File: config.mk
export PLATFORM = sky130hd
export DESIGN_NAME = length_prefixed_frame_deframer_top_flat
export DESIGN_NICKNAME = d
export VERILOG_FILES = /design/src/design/ldf_pkg.sv /design/src/design/ldf_if.sv /design/src/design/length_prefixed_frame_deframer_top.sv /design/src/flat_wrapper.sv
export SDC_FILE = /design/constraint.sdc
export NUM_CORES = 1
export LEC_CHECK = 0
export BUFFER_PORTS_ARGS = -buffer_cell sky130_fd_sc_hd__buf_2
export CAP_MARGIN = 40
export CORE_ASPECT_RATIO = 1.4
export CORE_UTILIZATION = 45
export CTS_CLUSTER_DIAMETER = 50
export DETAILED_ROUTE_END_ITERATION = 12
export PLACE_DENSITY = 0.6
export RECOVER_POWER = 25
export SLEW_MARGIN = 20
export SYNTH_ARGS = -nofsm -noshare
export SYNTH_HDL_FRONTEND = slang
export SYNTH_SLANG_ARGS = --single-unit
File: constraint.sdc
create_clock -name i_clk -period 4.9 [get_ports i_clk]
set_input_delay 0.49 -clock i_clk [delete_from_list [all_inputs] [get_ports i_clk]]
set_output_delay 0.49 -clock i_clk [all_outputs]
set_load 0.02 [all_outputs]
File: src/design/ldf_pkg.sv
// Shared types and constants for the length-prefixed frame deframer.
// No dependencies; every other design file imports this package.
package ldf_pkg;

    // Payload buffer depth and the width of the saturating payload counter.
    localparam int BUF_DEPTH = 128;
    localparam int PC_W      = $clog2(BUF_DEPTH + 1);

    // Fixed field widths.
    localparam int BYTE_W  = 8;
    localparam int INDEX_W = 7;
    localparam int POS_W   = 17;
    localparam int LEN_W   = 16;

    // Frame positions of the header bytes.
    localparam logic [POS_W-1:0] POS_LEN_LSB = POS_W'(2);
    localparam logic [POS_W-1:0] POS_LEN_MSB = POS_W'(3);
    localparam logic [POS_W-1:0] POS_TYPE    = POS_W'(4);
    localparam logic [POS_W-1:0] HEADER_SIZE = POS_W'(5);

    // Reset values of the delimiter registers.
    localparam logic [BYTE_W-1:0] START_ONE_RST = 8'd10;
    localparam logic [BYTE_W-1:0] START_TWO_RST = 8'd250;
    localparam logic [BYTE_W-1:0] STOP_RST      = 8'd11;

    // Configuration register indexes.
    typedef enum logic [1:0] {
        CFG_START_ONE = 2'd0,
        CFG_START_TWO = 2'd1,
        CFG_STOP      = 2'd2
    } t_cfg_idx;

    // Parser stages.
    typedef enum logic [1:0] {
        ST_HUNT1   = 2'd0,
        ST_HUNT2   = 2'd1,
        ST_LEN_LSB = 2'd2,
        ST_BODY    = 2'd3
    } t_stage;

    // Result item kinds.
    typedef enum logic [1:0] {
        KIND_PAYLOAD = 2'd0,
        KIND_ACCEPT  = 2'd1,
        KIND_REJECT  = 2'd2
    } t_kind;

endpackage

File: src/design/ldf_if.sv
// Valid/ready channel interfaces of the deframer: byte input, result output
// and configuration write. Depends on ldf_pkg.

// Received byte channel.
interface ldf_byte_if;
    import ldf_pkg::*;
    logic              valid;
    logic              ready;
    logic [BYTE_W-1:0] rx_byte;

    modport source (output valid, output rx_byte, input ready);
    modport sink   (input valid, input rx_byte, output ready);
endinterface

// Result channel: payload bytes and end-of-frame reports.
interface ldf_res_if;
    import ldf_pkg::*;
    logic               valid;
    logic               ready;
    logic [1:0]         out_kind;
    logic [BYTE_W-1:0]  out_byte;
    logic [INDEX_W-1:0] out_index;
    logic               truncated;

    modport source (output valid, output out_kind, output out_byte,
                    output out_index, output truncated, input ready);
    modport sink   (input valid, input out_kind, input out_byte,
                    input out_index, input truncated, output ready);
endinterface

// Configuration write channel.
interface ldf_cfg_if;
    import ldf_pkg::*;
    logic              valid;
    logic              ready;
    logic [1:0]        index;
    logic [BYTE_W-1:0] data;

    modport source (output valid, output index, output data, input ready);
    modport sink   (input valid, input index, input data, output ready);
endinterface

File: src/design/length_prefixed_frame_deframer_top.sv
// Top level of the length-prefixed frame deframer: parser state, delimiter
// registers and the result register. Depends on ldf_pkg and ldf_if.sv.
// A result is registered and appears on o_out in the cycle after its byte is accepted.
// Throughput: one byte per cycle; i_in.ready is high while the result register
// is empty or its request is being taken, so only output backpressure stalls.
// Reset (synchronous, active low) returns the parser to hunting, clears the
// counters and the result valid flag, and restores the delimiter defaults.
module length_prefixed_frame_deframer_top (
    input  logic i_clk,
    input  logic i_rst_n,
    ldf_byte_if.sink   i_in,
    ldf_res_if.source  o_out,
    ldf_cfg_if.sink    i_cfg
);
    import ldf_pkg::*;

    // Delimiter registers.
    logic [BYTE_W-1:0] r_start_one;
    logic [BYTE_W-1:0] r_start_two;
    logic [BYTE_W-1:0] r_stop;

    // Parser state.
    t_stage           r_stage, n_stage;
    logic [POS_W-1:0] r_pos, n_pos;
    logic [LEN_W-1:0] r_len, n_len;
    logic [PC_W-1:0]  r_pc, n_pc;
    logic             r_ovf, n_ovf;

    // Result register.
    logic               r_out_valid;
    t_kind              r_kind;
    logic [BYTE_W-1:0]  r_byte;
    logic [INDEX_W-1:0] r_index;
    logic               r_trunc;

    // Result computed for the byte at the input.
    logic               res_valid;
    t_kind              res_kind;
    logic [BYTE_W-1:0]  res_byte;
    logic [INDEX_W-1:0] res_index;
    logic               res_trunc;

    logic              in_fire;
    logic [BYTE_W-1:0] b;
    logic [POS_W-1:0]  pos_inc;
    logic [POS_W-1:0]  data_end;
    logic              pay_room;

    assign i_cfg.ready = 1'b1;
    assign i_in.ready  = !r_out_valid || o_out.ready;
    assign in_fire     = i_in.valid && i_in.ready;
    assign b           = i_in.rx_byte;

    assign pos_inc  = r_pos + POS_W'(1);
    assign data_end = HEADER_SIZE + POS_W'(r_len) + POS_W'(1);
    assign pay_room = (r_pc < PC_W'(BUF_DEPTH));

    // Next stage of the parser.
    always_comb begin
        n_stage = r_stage;
        case (r_stage)
            ST_HUNT1: begin
                if (b == r_start_one) begin
                    n_stage = ST_HUNT2;
                end
            end
            ST_HUNT2: begin
                n_stage = (b == r_start_two) ? ST_LEN_LSB : ST_HUNT1;
            end
            ST_LEN_LSB: begin
                n_stage = ST_BODY;
            end
            ST_BODY: begin
                if (pos_inc >= HEADER_SIZE && pos_inc >= data_end) begin
                    n_stage = ST_HUNT1;
                end
            end
            default: begin
                n_stage = ST_HUNT1;
            end
        endcase
    end

    // Counters, length and the result for the current byte.
    always_comb begin
        n_pos     = r_pos;
        n_len     = r_len;
        n_pc      = r_pc;
        n_ovf     = r_ovf;
        res_valid = 1'b0;
        res_kind  = KIND_PAYLOAD;
        res_byte  = '0;
        res_index = '0;
        res_trunc = 1'b0;
        case (r_stage)
            ST_LEN_LSB: begin
                n_len = LEN_W'(b);
                n_pc  = '0;
                n_ovf = 1'b0;
                n_pos = POS_LEN_LSB;
            end
            ST_BODY: begin
                n_pos = pos_inc;
                if (pos_inc == POS_LEN_MSB) begin
                    n_len = {b, r_len[BYTE_W-1:0]};
                end else if (pos_inc == POS_TYPE
                             || (pos_inc >= HEADER_SIZE && pos_inc < data_end)) begin
                    // Type byte or data byte: emit while the buffer has room.
                    if (pay_room) begin
                        res_valid = 1'b1;
                        res_byte  = b;
                        res_index = INDEX_W'(r_pc);
                        n_pc      = r_pc + PC_W'(1);
                    end else begin
                        n_ovf = 1'b1;
                    end
                end else if (pos_inc >= HEADER_SIZE) begin
                    // Stop position: report the frame outcome.
                    res_valid = 1'b1;
                    res_kind  = (b == r_stop) ? KIND_ACCEPT : KIND_REJECT;
                    res_trunc = r_ovf;
                end
            end
            default: begin
            end
        endcase
    end

    // Delimiter register writes.
    always_ff @(posedge i_clk) begin
        if (!i_rst_n) begin
            r_start_one <= START_ONE_RST;
            r_start_two <= START_TWO_RST;
            r_stop      <= STOP_RST;
        end else if (i_cfg.valid && i_cfg.ready) begin
            case (i_cfg.index)
                CFG_START_ONE: r_start_one <= i_cfg.data;
                CFG_START_TWO: r_start_two <= i_cfg.data;
                CFG_STOP:      r_stop      <= i_cfg.data;
                default: begin
                end
            endcase
        end
    end

    // Parser state update on each accepted byte.
    always_ff @(posedge i_clk) begin
        if (!i_rst_n) begin
            r_stage <= ST_HUNT1;
            r_pos   <= '0;
            r_len   <= '0;
            r_pc    <= '0;
            r_ovf   <= 1'b0;
        end else if (in_fire) begin
            r_stage <= n_stage;
            r_pos   <= n_pos;
            r_len   <= n_len;
            r_pc    <= n_pc;
            r_ovf   <= n_ovf;
        end
    end

    // Result register: loads with each accepted byte, drains when taken.
    always_ff @(posedge i_clk) begin
        if (!i_rst_n) begin
            r_out_valid <= 1'b0;
        end else if (in_fire) begin
            r_out_valid <= res_valid;
        end else if (o_out.ready) begin
            r_out_valid <= 1'b0;
        end
    end

    always_ff @(posedge i_clk) begin
        if (in_fire) begin
            r_kind  <= res_kind;
            r_byte  <= res_byte;
            r_index <= res_index;
            r_trunc <= res_trunc;
        end
    end

    assign o_out.valid     = r_out_valid;
    assign o_out.out_kind  = r_kind;
    assign o_out.out_byte  = r_byte;
    assign o_out.out_index = r_index;
    assign o_out.truncated = r_trunc;

    // An end-of-frame report always sends the parser back to hunting.
    a_end_hunt : assert property (@(posedge i_clk) disable iff (!i_rst_n)
        in_fire && res_valid && res_kind != KIND_PAYLOAD |=> r_stage == ST_HUNT1)
        else $error("parser did not return to hunting after frame end");

    // Every emitted payload byte advances the payload counter by one.
    a_pc_step : assert property (@(posedge i_clk) disable iff (!i_rst_n)
        in_fire && res_valid && res_kind == KIND_PAYLOAD
        |=> r_pc == $past(r_pc) + PC_W'(1))
        else $error("payload counter did not advance with a payload byte");

    // The payload counter saturates at the buffer depth.
    a_pc_max : assert property (@(posedge i_clk) disable iff (!i_rst_n)
        r_pc <= PC_W'(BUF_DEPTH))
        else $error("payload counter beyond buffer depth");

    // Taking the length LSB starts a fresh frame.
    a_new_frame : assert property (@(posedge i_clk) disable iff (!i_rst_n)
        in_fire && r_stage == ST_LEN_LSB
        |=> r_pos == POS_LEN_LSB && r_pc == '0 && !r_ovf && r_stage == ST_BODY)
        else $error("frame counters not restarted at length byte");

endmodule

File: src/flat_wrapper.sv
// flat-port wrapper written by rule: the top's interface ports become plain ports
module length_prefixed_frame_deframer_top_flat import ldf_pkg::*;
  (i_clk, i_rst_n, i_in_valid, i_in_rx_byte, i_in_ready, o_out_valid, o_out_out_kind, o_out_out_byte, o_out_out_index, o_out_truncated, o_out_ready, i_cfg_valid, i_cfg_index, i_cfg_data, i_cfg_ready);
  ldf_byte_if i_in_i ();
  ldf_res_if o_out_i ();
  ldf_cfg_if i_cfg_i ();
  input  logic i_clk;
  input  logic i_rst_n;
  input wire logic [$bits(i_in_i.valid)-1:0] i_in_valid;
  input wire logic [$bits(i_in_i.rx_byte)-1:0] i_in_rx_byte;
  output wire logic [$bits(i_in_i.ready)-1:0] i_in_ready;
  output wire logic [$bits(o_out_i.valid)-1:0] o_out_valid;
  output wire logic [$bits(o_out_i.out_kind)-1:0] o_out_out_kind;
  output wire logic [$bits(o_out_i.out_byte)-1:0] o_out_out_byte;
  output wire logic [$bits(o_out_i.out_index)-1:0] o_out_out_index;
  output wire logic [$bits(o_out_i.truncated)-1:0] o_out_truncated;
  input wire logic [$bits(o_out_i.ready)-1:0] o_out_ready;
  input wire logic [$bits(i_cfg_i.valid)-1:0] i_cfg_valid;
  input wire logic [$bits(i_cfg_i.index)-1:0] i_cfg_index;
  input wire logic [$bits(i_cfg_i.data)-1:0] i_cfg_data;
  output wire logic [$bits(i_cfg_i.ready)-1:0] i_cfg_ready;
  assign i_in_i.valid = i_in_valid;
  assign i_in_i.rx_byte = i_in_rx_byte;
  assign i_in_ready = i_in_i.ready;
  assign o_out_valid = o_out_i.valid;
  assign o_out_out_kind = o_out_i.out_kind;
  assign o_out_out_byte = o_out_i.out_byte;
  assign o_out_out_index = o_out_i.out_index;
  assign o_out_truncated = o_out_i.truncated;
  assign o_out_i.ready = o_out_ready;
  assign i_cfg_i.valid = i_cfg_valid;
  assign i_cfg_i.index = i_cfg_index;
  assign i_cfg_i.data = i_cfg_data;
  assign i_cfg_ready = i_cfg_i.ready;
  length_prefixed_frame_deframer_top u_core (.i_clk(i_clk), .i_rst_n(i_rst_n), .i_in(i_in_i), .o_out(o_out_i), .i_cfg(i_cfg_i));
endmodule
==> metrics.txt <==
P_leak=2.27 nW; Worst Hold Depth=3; antenna violations before repair=0; Final Power=1.57 mW; highest clock rate=237 MHz; largest net degree at the start of global routing=68; #FFs+latches synth=87; vias=4,166; crit path launch type=flip-flop; area delta synth->final=10.9%; DR iter-0 viols=218; Final Net Count=652; PD cells=277 nW/µm²; final setup fails=0; status=finished with violations; first-pass GRT wire length=19,200 µm; hpwl dp=8610 µm; Data arrival, critical path=4.43 ns; Tcrit/Tclk final=86.0%; Design Area, Final=5650 µm²; max-cap violations=1; CP required=5.12 ns; top-area cell type share of the netlist area=27.1%; RSZ-0062 raised after global routing=false; DR WL/cell=15.6 µm; clock tree buffer depth=2; Die Wd=91.9 µm; worst slew pin tran=2.55 ns; worst hold start=i_cfg_data[0]; R2R Path End=u_core.o_out.out_byte[1]; number of antenna diodes=0; max incr delay on CP=0.62 ns; clock sink count=87; final hold violations=0; die area=11,700 µm²; EDFF count, synth=18; minimum clock period=4.22 ns; Initial Util=46.6%; Synth cell types=56; TritonRoute pass-1 iters=6; ratio of cells with drive above 1 in the final layout=11.5%; GPL Wtd Cong=0.819; Synth area leaders=dfxtp_1 (27%), edfxtp_1 (11%), nand2_1 (5.8%); worst-path fanout max=17; fin cells=752; Vias/cell=5.54; R2R Setup Slk=0.68 ns; die height=128 µm; yosys warns=0; TritonCTS Buffers=9; CTS tree=built; Post-DRT Antenna Nets=0; post-CTS sizing=0; R2R depth=14; placed inst area=5320 µm²; Post-CTS Hold Fix Bufs=0; failing checks=capacitance limit, slew limit; I/O Buffers=42; hold slack final=0.414 ns; Layout Skew=0.0106 ns; postcts setup bufs=0; Pins Over Slew Limit=68; Post-Route WL=11,700 µm; Clock Latency Late Sink=0.35 ns; dpl cells=735; worst path cell trace=ha_1 > nand3_1 > nor2_1 > nand3_1 > xnor2_1 > ha_1 > a21o_1 > a21o_1 > a21oi_1 > o221ai_1 > a21o_1 > o22a_1 > nor3_2 > and2_1; FP Rows=45; Rel. slew slack=-69.9%; most frequent cells after synthesis=nand2_1 (79), dfxtp_1 (69), xor2_1 (33), nand3_1 (32); CP endpoint kind=flip-flop; htree depth=3; post-synth top area cell=dfxtp_1; Worst-path clk slew=0.07 ns; kind of critical path=reg2reg; gr ovfl total=0; Final TNS setup=0 ns; asr flop ratio synth=0%; Synthesized Nets=637; Mapped Cells=591; Tot GR Track Use=21.1%; most frequent cell after synthesis=nand2_1; HP Class=in2reg; most used cell, CP=a21o_1; sequential fraction of the synthesis area=37.7%; R2R Path Start=u_core.r_pos[0]; slowest library cell on the worst path=nor3_2; Worst Hold Path EP=u_core.r_stop[0]; Peak VDD IR=0.171 mV; DR DRC count=0; vias in the first global route=3,994; cell area after synthesis=5090 µm²; root buf cell=clkbuf_16; post-synthesis area per instance=8.61 µm²; CORE AREA=10,900 µm²; Ports=44; ys flop type=dfxtp_1
## worst max-delay path by stage
stage	start	endpoint	slack, ns	depth (start not counted)
after floorplan	u_core.r_pos[0]	u_core.o_out.out_byte[7]	1.45	16
after global placement	u_core.r_pos[0]	u_core.o_out.out_index[3]	0.82	14
after detailed placement	u_core.r_pos[0]	u_core.o_out.out_byte[1]	0.71	14
after CTS	u_core.r_pos[0]	u_core.o_out.out_byte[1]	0.66	14
after global routing	u_core.r_pos[0]	u_core.o_out.out_byte[0]	0.25	14
final	u_core.r_pos[0]	u_core.o_out.out_byte[1]	0.68	14
## metal layers
| layer | share of wire (%) | global-route usage, % | wire length (µm) | vias to the layer above |
|---|---|---|---|---|
| li1 | - | - | - | 2099 |
| met1 | 41 | 22.9 | 4850 | 1958 |
| met2 | 53 | 39.4 | 6210 | 88 |
| met3 | 2.7 | 2.85 | 320 | 21 |
| met4 | 2.9 | 11.0 | 337 | 0 |
| met5 | 0 | 0 | 0 | - |
## worst max-delay path: cells and delay by family (launching register included)
kind                     cells  cell delay (ns)
adder cells (fa/ha/maj)      2             0.64
AO/OA/AOI/OAI                6             1.15
flip-flops                   1             0.49
AND/OR/NAND/NOR              5             1.60
XOR/XNOR                     1             0.21
## power breakdown
group	total (mW)	switching [mW]	internal [mW]
combinational	0.0835	0.0512	0.0323
sequential	0.748	0.00635	0.742
clock	0.735	0.322	0.413
## area by class of cell
class | instances | area, µm²
clock buffers | 9 | 225
well taps | 141 | 176
inverters | 14 | 52.6
fillers | 1080 | 5280
repair buffers | 47 | 240
clock inverters | 7 | 97.6
flip-flops and latches | 87 | 1920
multi-input cells | 447 | 2930
## cell families after synthesis
group,after synthesis,synth area share (%)
XOR/XNOR,52,8.95
AND/OR/NAND/NOR,250,25.4
flip-flops,87,37.7
buffers and inverters,57,4.64
adder cells (fa/ha/maj),23,5.65
AO/OA/AOI/OAI,110,15.3
other,1,0.0737
multiplexers,11,2.19
## per-stage QoR
stage               util [%]  setup slack (ns)
floorplan                  -              1.45
global placement        48.7             0.822
detailed placement      48.7             0.710
CTS                     51.7             0.656
global route            51.7             0.250
finish                  51.7             0.684
## registers in the layout, summed over array words and instances, names as in the netlist, named ones only
signal                  count
u_core.r_len               16
u_core.r_stage              1
u_core.o_out.out_kind       2
u_core.r_pos               17
u_core.o_out.truncated      1
u_core.o_out.out_byte       8
u_core.r_start_two          8
u_core.r_ovf                1
u_core.o_out.valid          1
u_core.r_stop               8
u_core.r_pc                 8
u_core.o_out.out_index      7
u_core.r_start_one          8
## cell usage in the layout (no fill, tap or decap), drive strengths merged, types with 16 or more instances in the layout
cell type,n
ha,23
a21boi,18
nand3,33
a21oi,17
nor2b,21
nor2,26
and2,28
inv,18
buf,45
xor2,33
dfxtp,69
xnor2,19
o21ai,17
edfxtp,18
nand2,79
nand4,16
(Power assumes the default switching activity.)
